<file path="config.mk">
export PLATFORM = sky130hd
export DESIGN_NAME = rtc_seconds_counter_with_alarm_top
export DESIGN_NICKNAME = d
export VERILOG_FILES = /design/src/rtl/rtc_pkg.sv /design/src/rtl/rtc_seconds_counter_with_alarm_top.sv
export SDC_FILE = /design/constraint.sdc
export NUM_CORES = 1
export LEC_CHECK = 0
export ABC_CLOCK_PERIOD_IN_PS = 3400
export BUFFER_PORTS_ARGS = -buffer_cell sky130_fd_sc_hd__buf_2
export CAP_MARGIN = 25
export CORE_MARGIN = 8
export CORE_UTILIZATION = 59
export DETAILED_ROUTE_END_ITERATION = 8
export GPL_TIMING_DRIVEN = 0
export PLACE_DENSITY = 0.84
export SLEW_MARGIN = 10
export SYNTH_ARGS = -nofsm -noshare
export SYNTH_HDL_FRONTEND = slang
export SYNTH_SLANG_ARGS = --single-unit
export TNS_END_PERCENT = 10
</file>
<file path="constraint.sdc">
create_clock -name clk_i -period 3.4 [get_ports clk_i]
set_input_delay 0.85 -clock clk_i [delete_from_list [all_inputs] [get_ports clk_i]]
set_output_delay 0.85 -clock clk_i [all_outputs]
set_load 0.03 [all_outputs]
</file>
<file path="src/rtl/rtc_pkg.sv">
// Package for the real-time clock block: operation codes, register indexes,
// status bit positions and reset constants. No dependencies.
`default_nettype none

package rtc_pkg;

  // Operation carried by each input word.
  typedef enum logic [1:0] {
    OP_TICK  = 2'd0,
    OP_READ  = 2'd1,
    OP_WRITE = 2'd2
  } op_e;

  // Register indexes of the bus side.
  typedef enum logic [1:0] {
    REG_COUNT  = 2'd0,
    REG_ALARM  = 2'd1,
    REG_STATUS = 2'd2
  } reg_e;

  // Status register bit positions.
  localparam int unsigned StAl  = 0;
  localparam int unsigned StHz  = 1;
  localparam int unsigned StAle = 2;
  localparam int unsigned StHze = 3;
  localparam int unsigned StatusWidth = 4;

  localparam int unsigned DataWidth    = 32;
  localparam int unsigned DividerWidth = 16;

  // Divider after reset: one second of a 32.768 kHz input clock.
  localparam logic [DividerWidth-1:0] DividerReset = 16'd32767;

endpackage

`default_nettype wire

</file>
<file path="src/rtl/rtc_seconds_counter_with_alarm_top.sv">
// An accepted word is held in the input register; its result word is shown from the result
// register. Throughput: one word per cycle while the result register is free or taken;
// the state update is a single pass of adder and comparator.
// The input register empties into the result register whenever that one is free or taken.
// Reset clears the count, alarm, prescaler and status to zero and loads the divider 32767.
// Top level of the real-time clock: seconds counter, prescaler, alarm and status flags.
// Depends on rtc_pkg.
`default_nettype none

module rtc_seconds_counter_with_alarm_top
  import rtc_pkg::*;
#(
  parameter int unsigned COUNT_WIDTH    = 32,
  parameter int unsigned PRESCALE_WIDTH = 16
) (
  input  wire logic                    clk_i,
  input  wire logic                    rst_ni,
  // Configuration write channel (divider).
  input  wire logic                    cfg_valid_i,
  output logic                         cfg_ready_o,
  input  wire logic [DividerWidth-1:0] cfg_data_i,
  // Input word channel.
  input  wire logic                    in_valid_i,
  output logic                         in_stall_o,
  input  wire logic [1:0]              operation_i,
  input  wire logic [1:0]              reg_index_i,
  input  wire logic [DataWidth-1:0]    write_data_i,
  // Result word channel.
  output logic                         out_valid_o,
  input  wire logic                    out_stall_i,
  output logic [DataWidth-1:0]         read_data_o,
  output logic                         alarm_irq_o,
  output logic                         second_irq_o
);

  localparam int unsigned CmpWidth =
    (PRESCALE_WIDTH > DividerWidth) ? PRESCALE_WIDTH : DividerWidth;

  // Architectural state.
  logic [DividerWidth-1:0]   divider_q;
  logic [COUNT_WIDTH-1:0]    count_q, count_d;
  logic [COUNT_WIDTH-1:0]    alarm_q, alarm_d;
  logic [PRESCALE_WIDTH-1:0] presc_q, presc_d;
  logic [StatusWidth-1:0]    status_q, status_d;

  // Input register.
  logic                 s1_valid_q;
  logic [1:0]           s1_op_q;
  logic [1:0]           s1_idx_q;
  logic [DataWidth-1:0] s1_data_q;

  // Result register payload.
  logic [DataWidth-1:0] read_data_q, read_data_d;
  logic                 out_valid_q;

  logic s1_move;
  logic s1_load;
  logic rollover;
  logic [COUNT_WIDTH-1:0] count_inc;

  // Always writable; writes must come while the block is idle, which it does not enforce.
  assign cfg_ready_o = 1'b1;

  // The input register moves on whenever the result register is empty or being taken.
  assign s1_move    = s1_valid_q && (!out_valid_q || !out_stall_i);
  assign in_stall_o = s1_valid_q && !s1_move;
  assign s1_load    = in_valid_i && !in_stall_o;

  always_ff @(posedge clk_i or negedge rst_ni) begin
    if (!rst_ni) begin
      divider_q <= DividerReset;
    end else if (cfg_valid_i && cfg_ready_o) begin
      divider_q <= cfg_data_i;
    end
  end

  // Input register: valid bit under reset, payload without.
  always_ff @(posedge clk_i or negedge rst_ni) begin
    if (!rst_ni) begin
      s1_valid_q <= 1'b0;
    end else if (s1_load || s1_move) begin
      s1_valid_q <= s1_load;
    end
  end

  always_ff @(posedge clk_i) begin
    if (s1_load) begin
      s1_op_q   <= operation_i;
      s1_idx_q  <= reg_index_i;
      s1_data_q <= write_data_i;
    end
  end

  // The second completes when the prescaler reaches the divider or its own maximum.
  assign rollover  = (CmpWidth'(presc_q) >= CmpWidth'(divider_q)) || (presc_q == '1);
  assign count_inc = count_q + COUNT_WIDTH'(1);

  // Single-pass state update and read data for the word in the input register.
  always_comb begin
    count_d     = count_q;
    alarm_d     = alarm_q;
    presc_d     = presc_q;
    status_d    = status_q;
    read_data_d = '0;
    unique case (s1_op_q)
      OP_TICK: begin
        if (rollover) begin
          presc_d        = '0;
          count_d        = count_inc;
          status_d[StHz] = 1'b1;
          if (count_inc == alarm_q) begin
            status_d[StAl] = 1'b1;
          end
        end else begin
          presc_d = presc_q + PRESCALE_WIDTH'(1);
        end
      end
      OP_READ: begin
        unique case (s1_idx_q)
          REG_COUNT:  read_data_d = DataWidth'(count_q);
          REG_ALARM:  read_data_d = DataWidth'(alarm_q);
          REG_STATUS: read_data_d = DataWidth'(status_q);
          default:    read_data_d = '0;
        endcase
      end
      OP_WRITE: begin
        unique case (s1_idx_q)
          REG_COUNT: count_d = COUNT_WIDTH'(s1_data_q);
          REG_ALARM: alarm_d = COUNT_WIDTH'(s1_data_q);
          REG_STATUS: begin
            // Flags are write-one-to-clear; enables are written directly.
            status_d[StAl]  = status_q[StAl] & ~s1_data_q[StAl];
            status_d[StHz]  = status_q[StHz] & ~s1_data_q[StHz];
            status_d[StAle] = s1_data_q[StAle];
            status_d[StHze] = s1_data_q[StHze];
          end
          default: ;
        endcase
      end
      default: ;
    endcase
  end

  // State registers advance once per word leaving the input register.
  always_ff @(posedge clk_i or negedge rst_ni) begin
    if (!rst_ni) begin
      count_q  <= '0;
      alarm_q  <= '0;
      presc_q  <= '0;
      status_q <= '0;
    end else if (s1_move) begin
      count_q  <= count_d;
      alarm_q  <= alarm_d;
      presc_q  <= presc_d;
      status_q <= status_d;
    end
  end

  // Result register.
  always_ff @(posedge clk_i or negedge rst_ni) begin
    if (!rst_ni) begin
      out_valid_q <= 1'b0;
    end else if (s1_move || !out_stall_i) begin
      out_valid_q <= s1_move;
    end
  end

  always_ff @(posedge clk_i) begin
    if (s1_move) begin
      read_data_q  <= read_data_d;
      alarm_irq_o  <= status_d[StAl] & status_d[StAle];
      second_irq_o <= status_d[StHz] & status_d[StHze];
    end
  end

  assign out_valid_o = out_valid_q;
  assign read_data_o = read_data_q;

  // The input side is only held back while a word waits in the input register.
  a_stall_needs_word: assert property (@(posedge clk_i) disable iff (!rst_ni)
    in_stall_o |-> s1_valid_q)
    else $error("input stalled with an empty input register");

  // Interrupt outputs of a fresh result agree with the status that word left.
  a_irq_matches_status: assert property (@(posedge clk_i) disable iff (!rst_ni)
    s1_move |=> (alarm_irq_o == (status_q[StAl] & status_q[StAle])) &&
                (second_irq_o == (status_q[StHz] & status_q[StHze])))
    else $error("interrupt outputs disagree with status");

  // The 1 Hz flag is only ever set by a tick.
  a_hz_from_tick: assert property (@(posedge clk_i) disable iff (!rst_ni)
    $rose(status_q[StHz]) |-> $past(s1_move && (s1_op_q == OP_TICK)))
    else $error("1 Hz flag set without a tick");

  // A completed second advances the count by exactly one.
  a_count_step: assert property (@(posedge clk_i) disable iff (!rst_ni)
    (s1_move && (s1_op_q == OP_TICK) && rollover) |=>
      (count_q == $past(count_inc)) && (presc_q == '0))
    else $error("count did not advance on a completed second");

endmodule

`default_nettype wire

</file>
---- Word-level counts from Yosys, hierarchy flattened ----
Index checks and enable logic that the tools add are counted.
storage, ports and cells
  bits in registers ....................... 172
  input bits .............................. 57
  output and inout port bits .............. 37
  word-level logic and storage cells ...... 57
cells by class
  add/sub/neg operators ................... 2
  $lt $le $gt $ge ......................... 1
  equality and inequality tests ........... 8
  muxes and demuxes ....................... 10
  bitwise logic cells ..................... 6
  reduce and logical (&&, ||, !) cells .... 17
operator list
  cell                   number
  $pmux 32 s3            1
  $mux 32                2
  $pmux 32 s2            1
  $add 32x1->32 const B  1
  $eq 32x32->1           1
  $add 16x1->16 const B  1
  $eq 16x16->1 const B   1
  $ge 16x16->1           1
  $mux 16                1
  $and 1x1->1            4
  $eq 2x1->1 const B     2
  $eq 2x2->1 const B     2
  $logic_not 1->1        4
  $logic_not 2->1        2
  $logic_or 1x1->1       4
  $mux 2                 2
  $mux 4                 1
  $pmux 2 s2             1
  $reduce_and 4->1       1
  $logic_and 1x1->1      3
  $reduce_and 3->1       1
  $ne 2x1->1 const B     1
  $ne 2x2->1 const B     1
  $not 1->1              2
  3 further kinds        3

---- Logic depth before layout (Yosys ltp) ----
Gate-level depths: netlist (run 1).
  depth after elaboration ................. 8
  depth in mapped cells ................... 11
  depth with buffers taken out ............ 10

---- Worst setup path before layout (run 1) ----
OpenSTA, ideal clock, no wires.
  kind .................................... input -> register
  start point ............................. input out_stall_i
  end point ............................... register alarm_q[10]
  setup time .............................. 125 ps
  arrival time ............................ 2735 ps
  required time ........................... 3275 ps
  path slack .............................. 541 ps
  cell stages on the path ................. 6
  path buffers ............................ 1
  path through ............................ nand2_1 > nand2_1 > inv_1 > nand3_1 > clkbuf_1 > mux2_2
on the way
  cells in the longest elaborated chain, start to end .. 4
ends and longest elaborated chain
  what                               RTL line                                   source
  start: declaration                 rtc_seconds_counter_with_alarm_top.sv:30   input wire logic out_stall_i,
  $logic_not 1->1                    rtc_seconds_counter_with_alarm_top.sv:65   assign s1_move = s1_valid_q && (!out_valid_q || !out_stall_i);
  $logic_or 1x1->1                   rtc_seconds_counter_with_alarm_top.sv:65
  $logic_and 1x1->1                  rtc_seconds_counter_with_alarm_top.sv:65
  via s1_move                        rtc_seconds_counter_with_alarm_top.sv:56   logic s1_move;
  $reduce_and 3->1 (no source line)  --
  end signal: assignment             rtc_seconds_counter_with_alarm_top.sv:153  alarm_q <= alarm_d;
  end: declaration                   rtc_seconds_counter_with_alarm_top.sv:42   logic [COUNT_WIDTH-1:0] alarm_q, alarm_d;
The timed path passes the listed nets, and every way through them passes these cells.
A chain may end at the register's enable or synchronous reset.

---- Worst setup path after layout (run 1) ----
  start point ............................. register count_q[3]
  end point ............................... register alarm_irq_o, data pin
on the way
  cells in the longest elaborated chain, start to end .. 6
ends and longest elaborated chain
  what                      RTL line                                   source
  start: declaration        rtc_seconds_counter_with_alarm_top.sv:41   logic [COUNT_WIDTH-1:0] count_q, count_d;
  start signal: assignment  rtc_seconds_counter_with_alarm_top.sv:152  count_q <= count_d;
  $add 32x1->32             rtc_seconds_counter_with_alarm_top.sv:96   assign count_inc = count_q + COUNT_WIDTH'(1);
  $eq 32x32->1              rtc_seconds_counter_with_alarm_top.sv:111  if (count_inc == alarm_q) begin
  $mux 1                    rtc_seconds_counter_with_alarm_top.sv:111
  $mux 2                    rtc_seconds_counter_with_alarm_top.sv:107  if (rollover) begin
  $pmux 2 s2                rtc_seconds_counter_with_alarm_top.sv:105  unique case (s1_op_q)
  $and 1x1->1               rtc_seconds_counter_with_alarm_top.sv:171  alarm_irq_o <= status_d[StAl] & status_d[StAle];
  end signal: assignment    rtc_seconds_counter_with_alarm_top.sv:171
  end: declaration          rtc_seconds_counter_with_alarm_top.sv:32   output logic alarm_irq_o,
Every way passes these cells.

==> reports/metrics.yaml, run 1 <==
status: "finished clean"
p_total_uw: 6090
synth_edf_count: 70
period_minus_slack_ns: 3.28
cts.clk_slew.worst_paths_ns: 0.07
crit_type: "flip-flop to flip-flop"
dieHeight_um: 139
yosysUniqueCellTypes: 59
nNetsFinal: 1048
syn_inst: 859
peakVddDrop_mv: 0.360
drv_cap: 0
place_congestion: 0.972
cp.arrival_ns: 3.59
wl_mm: 24.1
layout_commonest_cell: "buf_2"
grt_pass1_wl_mm: 38.9
critPathRequiredTime_ns: 3.71
grt_max_degree: 89
start_util: 0.596
hold_viol: 0
cts_tree: "done"
path_cells: "buf_2 > nand4_4 > or4_1 > buf_2 > nor2_1 > mux2_2 > o21ai_0 > nand4_1 > a2111oi_4 > buf_4 > o21a_1"
post_dp_cell_area_um2: 9740
diodes: 0
fill_cells: 1094
cts_buffers: 17
synth_nets: 934
wl_per_cell_um: 20.5
tightest_slew_ns: 0.898
drt_first_pass_iters: 6
gr-total-overflow: 0
finalNonFillerCells: 1174
reg2reg_slack_ns: 0.12
fin_worst_skew_ns: 0.0100
synth_flop_cell: "dfrtp_1"
globalRouteTotalUtil: 0.254
synthArstFlopShare: 0.593
dp.cells: 1142
drc_errors: 0
vias: 7295
finalCritPeriodShare: 0.964
crit_start: "count_q[3]$_DFFE_PN0P_"
port_buffers: 92
insertion_delay_ns: 0.44
cp-end-kind: "flip-flop"
slew_violations: 0
min_path_type: "primary input to async pin"
crit_path_top_delay_cell: "or4_1"
core-area_um2: 15000
antenna_found_initial: 0
clkSinkCount: 172
cp_common_cell: "buf_2"
drt-initial-drc-count: 876
setup_viol: 0
drtAntennaViolNets: 0
r2r-start: "count_q[3]$_DFFE_PN0P_"
die_area_um2: 19400
synth_seq_cells: 172
start_kind: "flip-flop"
worstPathMaxFanout: 9
clk_path_buf_depth: 2
p_leak_uw: 0.00433
ys_warn_count: 0
layout_common_cells: "buf_2, nor2_1, dfrtp_1"
max_freq_ghz: 0.305
critPathMaxStageDelay_ns: 0.54
maxSlewHeadroom: 0.401
htree_num_levels: 4
die_x_um: 139
pin_count: 94
power_density_nw_per_um2: 585
finalInstanceArea_um2: 10400
syn_area_per_cell_um2: 10.4
seq_area_frac_synth: 0.522
ctsHoldBuffers: 0
avgViaCountPerCell: 6.21
cts-root-buf: "clkbuf_16"
synthToLayoutAreaGrowth_pct: 16.1
dpl.hpwl_mm: 16.7
rows: 45
drive_gt1_frac: 0.210
grt_pass1_vias: 7225
syn-cell-area_um2: 8960
synth_stat cells (6+ instances only):
library cell / instances / area share
nor3_1: 13 / 0.0073
nor4_1: 8 / 0.0056
dfstp_2: 15 / 0.044
a21oi_1: 39 / 0.022
buf_2: 6 / 0.0034
ha_1: 18 / 0.025
a2bb2oi_1: 18 / 0.018
xor2_1: 21 / 0.021
mux2_2: 34 / 0.043
inv_1: 27 / 0.011
and3_1: 17 / 0.012
o21ai_0: 68 / 0.038
nand3_1: 31 / 0.017
nor2_1: 93 / 0.039
clkbuf_1: 44 / 0.018
nand2_1: 56 / 0.023
nand2b_1: 11 / 0.0077
o22ai_1: 9 / 0.0063
mux2i_1: 35 / 0.039
dfrtp_1: 87 / 0.24
xnor2_1: 37 / 0.036
nand4_1: 27 / 0.019
edfxtp_1: 70 / 0.23
cell families after synthesis:
| logic type | synth area share |
|---|---|
| compound gates | 0.115 |
| xor+xnor | 0.0567 |
| fa+ha+maj | 0.0251 |
| buf+inv | 0.0372 |
| flops | 0.522 |
| mux | 0.0818 |
| other cells | 0.000419 |
| simple gates | 0.162 |
sequential cells by signal (all words and copies together), names as in the netlist, 2 cells and up:
name	count
alarm_q	32
count_q	32
read_data_o	32
s1_data_q	32
divider_q	16
presc_q	16
status_q	4
s1_idx_q	2
s1_op_q	2
final timing paths:
kind	to	cells after the start
min	out_valid_o$_DFFE_PN0P_	1
max	alarm_irq_o$_DFFE_PP_	11
max in group asynchronous	divider_q[6]$_DFFE_PN1P_	2
min in group clk_i	out_valid_o$_DFFE_PN0P_	1
max reg2reg	alarm_irq_o$_DFFE_PP_	11
min reg2reg	out_valid_o$_DFFE_PN0P_	1
repair_timing:
| item | CTS | global route |
|---|---|---|
| gates cloned | 0 | 0 |
| buffers inserted | 0 | 1 |
| resized for setup | 4 | 12 |
| hold endpoints to repair | 0 | 0 |
| endpoints found under the setup margin | 39 | 39 |
| pin swaps | 0 | 1 |
layer usage:
metal | share of wire | track usage | vias to the layer above
met5 | 0 | 0 | -
met4 | 0.025 | 0.102 | 0
met3 | 0.085 | 0.0544 | 47
met2 | 0.47 | 0.410 | 372
met1 | 0.42 | 0.330 | 3553
li1 | - | - | 3323
worst max-delay path: cells and delay by family (launching register included):
| kind | cells | cell delay, ns |
|---|---|---|
| and+or+nand+nor | 4 | 1.22 |
| AOI/OAI and AO/OA | 3 | 0.61 |
| muxes | 1 | 0.36 |
| buffers and inverters | 3 | 0.62 |
| DFF | 1 | 0.32 |
layout make-up:
class                   instances  area [µm²]  share of cell area
multi-input cells             603        4030               0.387
clock inverters                15         163              0.0156
well taps                     188         235              0.0226
repair buffers                 96         549              0.0528
inverters                      27         101             0.00974
flip-flops and latches        172        4670               0.449
plain buffers                  56         231              0.0222
clock buffers                  17         425              0.0409
power by group:
part | internal [µW] | switching (µW) | total (µW)
logic | 584 | 805 | 1390
clock network | 1090 | 857 | 1950
registers | 2480 | 266 | 2750
total | 4160 | 1930 | 6090
per-stage QoR:
step / setup TNS [ns] / util / hold WS [ns] / setup slack [ns]
2_1_floorplan: 0 / - / 0.457 / 0.541
3_3_place_gp: -23.07 / 0.642 / 0.465 / -0.721
3_5_place_dp: -4.81 / 0.648 / 0.490 / -0.302
4_1_cts: 0 / 0.688 / 0.231 / 0.0829
5_1_grt: -0.00694 / 0.692 / 0.239 / -0.00694
6_report: 0 / 0.692 / 0.236 / 0.122
Power figures use the tool's default switching activity.
==> run 2, diff against run 1 <==
Settings changed: CORE_UTILIZATION 59 to 25, PLACE_DENSITY 0.84 to 0.44.
==> reports/metrics.yaml, run 2 (same netlist as run 1, synthesis figures left out) <==
status: "finished clean"  # unchanged
timing.final.ws_setup_ns: 0.148  # was 0.122 ns
cts.clk_slew.worst_paths_ns: 0.07  # about the same
min_path_type: "primary input to async pin"  # unchanged
insertion_delay_ns: 0.45  # was 0.44 ns
layout_common_cells: "buf_2, nor2_1, dfrtp_1"  # unchanged
start_kind: "flip-flop"  # unchanged
finalCritPeriodShare: 0.956  # was 0.964
worstPathMaxFanout: 9  # unchanged
die_area_um2: 42100  # was 19400 µm²
vias: 6883  # was 7295
cts-root-buf: "clkbuf_16"  # unchanged
grt_pass1_wl_mm: 42.3  # was 38.9 mm
hold_viol: 0  # unchanged
wl_per_cell_um: 19.1  # was 20.5 µm
nNetsFinal: 1050  # was 1048
port_buffers: 92  # unchanged
dieHeight_um: 205  # was 139 µm
pre_cts_ws_ns: -0.412  # was -0.302 ns
finalInstanceArea_um2: 10800  # was 10400 µm²
max_freq_ghz: 0.308  # was 0.305 GHz
cp.arrival_ns: 3.56  # was 3.59 ns
reg2reg_slack_ns: 0.15  # was 0.12 ns
drc_errors: 0  # unchanged
layout_commonest_cell: "buf_2"  # unchanged
dpl.hpwl_mm: 20.0  # was 16.7 mm
drtAntennaViolNets: 0  # unchanged
clkSinkCount: 172  # unchanged
avgViaCountPerCell: 4.75  # was 6.21
setup_viol: 0  # unchanged
pin_count: 94  # unchanged
antenna_found_initial: 0  # unchanged
slew_violations: 0  # unchanged
maxSlewHeadroom: 0.430  # was 0.401
core-area_um2: 35400  # was 15000 µm²
clk_path_buf_depth: 2  # unchanged
period_minus_slack_ns: 3.25  # was 3.28 ns
synthToLayoutAreaGrowth_pct: 20.4  # was 16.1%
crit_type: "flip-flop to flip-flop"  # unchanged
tightest_slew_ns: 0.856  # was 0.898 ns
grt_max_degree: 77  # was 89
finish.utilization: 0.305  # was 0.692
globalRouteTotalUtil: 0.132  # was 0.254
post_dp_cell_area_um2: 10100  # was 9740 µm²
ctsHoldBuffers: 0  # unchanged
wl_mm: 27.7  # was 24.1 mm
place_congestion: 0.875  # was 0.972
fin_worst_skew_ns: 0.0125  # was 0.0100 ns
htree_num_levels: 4  # unchanged
drt_first_pass_iters: 5  # was 6
critPathRequiredTime_ns: 3.71  # about the same
drive_gt1_frac: 0.210  # about the same
drt-initial-drc-count: 430  # was 876
setup_tns_ns: 0  # unchanged
cts_tree: "done"  # unchanged
fill_cells: 3791  # was 1094
die_x_um: 205  # was 139 µm
diodes: 0  # unchanged
gr-total-overflow: 0  # unchanged
rows: 69  # was 45
power_density_nw_per_um2: 580  # was 585 nW/µm²
peakVddDrop_mv: 0.385  # was 0.360 mV
cp-end-kind: "flip-flop"  # unchanged
cts_buffers: 17  # unchanged
drv_cap: 0  # unchanged
grt_pass1_vias: 6964  # was 7225
p_leak_uw: 0.00435  # was 0.00433 µW
start_util: 0.253  # was 0.596
-- run 2: changes by cell type in the layout (fill, tap and decap cells not counted), sizes merged --
cell | previous run | this run
buf | 107 | 109
bufinv | 2 | 4
clkbuf | 62 | 64
clkinv | 7 | 4
inv | 31 | 30
-- run 2: where the power goes --
part / internal [µW] / total, µW / switching [µW]
logic: 581 / 1370 / 788
registers: 2480 / 2740 / 258
clock network: 1240 / 2150 / 908
-- run 2: stage by stage --
stage	power (µW)	instances	hold WS, ns
floorplan	3700	859	0.457
finish	6260	1449	0.268
detailed placement	4150	1416	0.482
CTS	6330	1448	0.260
global placement	4120	1412	0.478
global route	6570	1449	0.272
-- run 2: area by class of cell --
cell class                      count  area [µm²]  area share
Buffer                             56         231      0.0215
Inverter                           27         101     0.00939
Sequential cell                   172        4670       0.433
Clock buffer                       19         433      0.0401
Clock inverter                     13         191      0.0177
Tap cell                          461         577      0.0535
Timing Repair Buffer               98         569      0.0528
Multi-Input combinational cell    603        4010       0.372
-- run 2: worst max-delay path, cell delays in order, from the launching register on --
cell and delay (ns):
dfrtp_1 0.35, clkbuf_2 0.21, nand4_4 0.22, or4_1 0.57, buf_2 0.22, nor2_2 0.21
mux2_2 0.35, o21ai_0 0.31, nand4_1 0.20, a2111oi_4 0.30, o21a_1 0.17
-- run 2: timing repair --
action | CTS | global route
gates resized for setup | 6 | 7
pin swaps | 0 | 1
endpoints found under the setup margin | 40 | 21
setup buffers | 0 | 2
-- run 2: path summary, 6_finish.rpt --
| kind | to | start | cells past startpoint |
|---|---|---|---|
| max reg2reg | alarm_irq_o$_DFFE_PP_ | count_q[0]$_DFFE_PN0P_ | 10 |
| min in group clk_i | out_valid_o$_DFFE_PN0P_ | s1_valid_q$_DFFE_PN0P_ | 1 |
| max | alarm_irq_o$_DFFE_PP_ | count_q[0]$_DFFE_PN0P_ | 10 |
| min reg2reg | out_valid_o$_DFFE_PN0P_ | s1_valid_q$_DFFE_PN0P_ | 1 |
| max in group asynchronous | count_q[14]$_DFFE_PN0P_ | rst_ni | 2 |
| min | out_valid_o$_DFFE_PN0P_ | rst_ni | 1 |
-- run 2: metal layers --
metal  vias up  global-route usage  wire length (µm)
met3        28              0.0239              1090
met1      3384               0.176             13000
li1       3327                   -                 -
met5         -                   0                 0
met2       144               0.216             13300
met4         0              0.0370               389
==> run 3, diff against run 2 <==
Settings changed: GPL_TIMING_DRIVEN 0 to default.
==> reports/metrics.yaml, run 3 (same netlist as run 1, synthesis figures left out) <==
status: "finished clean"  # unchanged
critPathMaxStageDelay_ns: 0.77  # was 0.57 ns
cp-end-kind: "flip-flop"  # unchanged
layout_common_cells: "nor2_1, buf_2, dfrtp_1"  # was buf_2, nor2_1, dfrtp_1
start_kind: "flip-flop"  # unchanged
setup_viol: 0  # unchanged
vias: 6664  # was 6883
maxSlewHeadroom: 0.508  # was 0.430
avgViaCountPerCell: 4.68  # was 4.75
drt_first_pass_iters: 5  # unchanged
post_dp_cell_area_um2: 10100  # about the same
min_path_type: "primary input to async pin"  # unchanged
layout_commonest_cell: "nor2_1"  # was buf_2
clkSinkCount: 172  # unchanged
finalInstanceArea_um2: 10700  # was 10800 µm²
fill_cells: 3699  # was 3791
fin_worst_skew_ns: 0.0212  # was 0.0125 ns
p_switching_uw: 1930  # was 1950 µW
drive_gt1_frac: 0.233  # was 0.210
dieHeight_um: 205  # unchanged
pre_cts_ws_ns: 0.269  # was -0.412 ns
dpl.hpwl_mm: 18.4  # was 20.0 mm
crit_path_top_delay_cell: "or4_1"  # unchanged
power_density_nw_per_um2: 581  # was 580 nW/µm²
max_freq_ghz: 0.313  # was 0.308 GHz
crit_family: "simple AND/OR/NAND/NOR gates"  # unchanged
p_sw_frac: 0.310  # was 0.312
crit_start: "count_q[11]$_DFFE_PN0P_"  # was count_q[0]$_DFFE_PN0P_
cts_buffers: 17  # unchanged
cp.arrival_ns: 3.49  # was 3.56 ns
setup_tns_ns: 0  # unchanged
core-area_um2: 35400  # unchanged
crit_type: "flip-flop to flip-flop"  # unchanged
regToRegEndpoint: "alarm_irq_o$_DFFE_PP_"  # unchanged
cts.clk_slew.worst_paths_ns: 0.07  # about the same
slew_violations: 0  # unchanged
synthToLayoutAreaGrowth_pct: 19.7  # was 20.4%
ctsHoldBuffers: 0  # unchanged
reg2reg_slack_ns: 0.20  # was 0.15 ns
htree_num_levels: 4  # unchanged
ctsResizeCount: 0  # was 6
drc_errors: 0  # unchanged
die_x_um: 205  # unchanged
r2r-start: "count_q[11]$_DFFE_PN0P_"  # was count_q[0]$_DFFE_PN0P_
die_area_um2: 42100  # unchanged
rows: 69  # unchanged
hold_viol: 0  # unchanged
drt-initial-drc-count: 333  # was 430
tightest_slew_ns: 0.738  # was 0.856 ns
timing.hold.ws_ns: 0.381  # was 0.268 ns
clkPwrFrac: 0.348  # was 0.343
path_depth: 8  # was 10
seq_power_share: 0.453  # was 0.438
wl_mm: 25.6  # was 27.7 mm
reg2regPathDepth: 8  # was 10
timing.final.ws_setup_ns: 0.204  # was 0.148 ns
finalCritPeriodShare: 0.940  # was 0.956
critPathRequiredTime_ns: 3.70  # was 3.71 ns
grt_pass1_wl_mm: 40.2  # was 42.3 mm
place_congestion: 0.817  # was 0.875
path_cells: "nand4_4 > or4_1 > nor2_1 > mux2_2 > o21ai_0 > nand4_1 > a2111oi_2 > o21a_1"  # was clkbuf_2 > nand4_4 > or4_1 > buf_2 > nor2_2 > mux2_2 > o21ai_0 > nand4_1 > a2111oi_4 > o21a_1
peakVddDrop_mv: 0.361  # was 0.385 mV
clk_path_buf_depth: 2  # unchanged
p_comb_frac: 0.199  # was 0.219
cp-endpoint: "alarm_irq_o$_DFFE_PP_"  # unchanged
gr-total-overflow: 0  # unchanged
diodes: 0  # unchanged
drv_cap: 0  # unchanged
p_leak_uw: 0.00437  # was 0.00435 µW
period_minus_slack_ns: 3.20  # was 3.25 ns
pin_count: 94  # unchanged
grt_max_degree: 45  # was 77
wl_per_cell_um: 18.0  # was 19.1 µm
critPathBufInv: 0  # was 2
port_buffers: 92  # unchanged
cts_tree: "done"  # unchanged
postCtsSetupBuffers: 0  # unchanged
antenna_found_initial: 0  # unchanged
nNetsFinal: 1024  # was 1050
worstPathMaxFanout: 7  # was 9
globalRouteTotalUtil: 0.123  # was 0.132
internal_power_uw: 4300  # about the same
insertion_delay_ns: 0.44  # was 0.45 ns
rsz0062_at_grt: "no"
drtAntennaViolNets: 0  # unchanged
start_util: 0.253  # unchanged
cts-root-buf: "clkbuf_16"  # unchanged
grt_pass1_vias: 6733  # was 6964
==> run 3: changes by cell type in the layout (fill, tap and decap cells not counted), moves of 3 or more <==
cell      change
buf_1         -3
buf_4        +30
buf_2         -7
clkbuf_1     -41
buf_12        +3
clkbuf_2      -5
buf_16        -3
==> run 3: final cells by class <==
| type | instances | area, µm² | area share |
|---|---|---|---|
| Clock inverter | 12 | 173 | 0.0161 |
| Timing Repair Buffer | 128 | 771 | 0.0719 |
| Tap cell | 461 | 577 | 0.0538 |
| Sequential cell | 172 | 4670 | 0.436 |
| Clock buffer | 20 | 468 | 0.0436 |
| Inverter | 27 | 101 | 0.00945 |
| Multi-Input combinational cell | 603 | 3960 | 0.369 |
==> run 3: how the worst min path moves through the flow <==
stage                                 from                 endpoint  slack (ns)  depth (start not counted)
floorplan           s1_valid_q$_DFFE_PN0P_  out_valid_o$_DFFE_PN0P_        0.46                          1
global placement    s1_valid_q$_DFFE_PN0P_  out_valid_o$_DFFE_PN0P_        0.48                          1
detailed placement  s1_valid_q$_DFFE_PN0P_  out_valid_o$_DFFE_PN0P_        0.48                          1
CTS                                 rst_ni  out_valid_o$_DFFE_PN0P_        0.38                          1
global route                        rst_ni  out_valid_o$_DFFE_PN0P_        0.40                          1
finish                              rst_ni   s1_valid_q$_DFFE_PN0P_        0.38                          1
==> run 3: worst reg2reg max path, stage by stage (launching register included) <==
cell,delay (ns)
dfrtp_1,0.51
nand4_4,0.19
or4_1,0.77
nor2_1,0.34
mux2_2,0.37
o21ai_0,0.24
nand4_1,0.16
a2111oi_2,0.32
o21a_1,0.16
==> run 3: layer usage <==
metal,share of wire,GRT usage,vias up
met1,0.48,0.166,3260
met4,0.0093,0.0281,0
met2,0.48,0.200,122
met3,0.033,0.0247,17
met5,0,0,-
li1,-,-,3265
==> run 3: through the flow <==
step / cells / util / total power (µW)
final: 1423 / 0.303 / 6230
after global routing: 1423 / 0.303 / 6570
after CTS: 1423 / 0.303 / 6330
after detailed placement: 1391 / 0.285 / 4120
after global placement: 1391 / 0.285 / 4110
after floorplan: 859 / - / 3700
==> run 3: power by group through the flow <==
stage	combinational, µW	sequential, µW	clock, µW
final	1240	2820	2170
after global routing	1380	2870	2320
after detailed placement	1260	2860	0
after floorplan	930	2770	0
after CTS	1260	2820	2250
after global placement	1260	2850	0
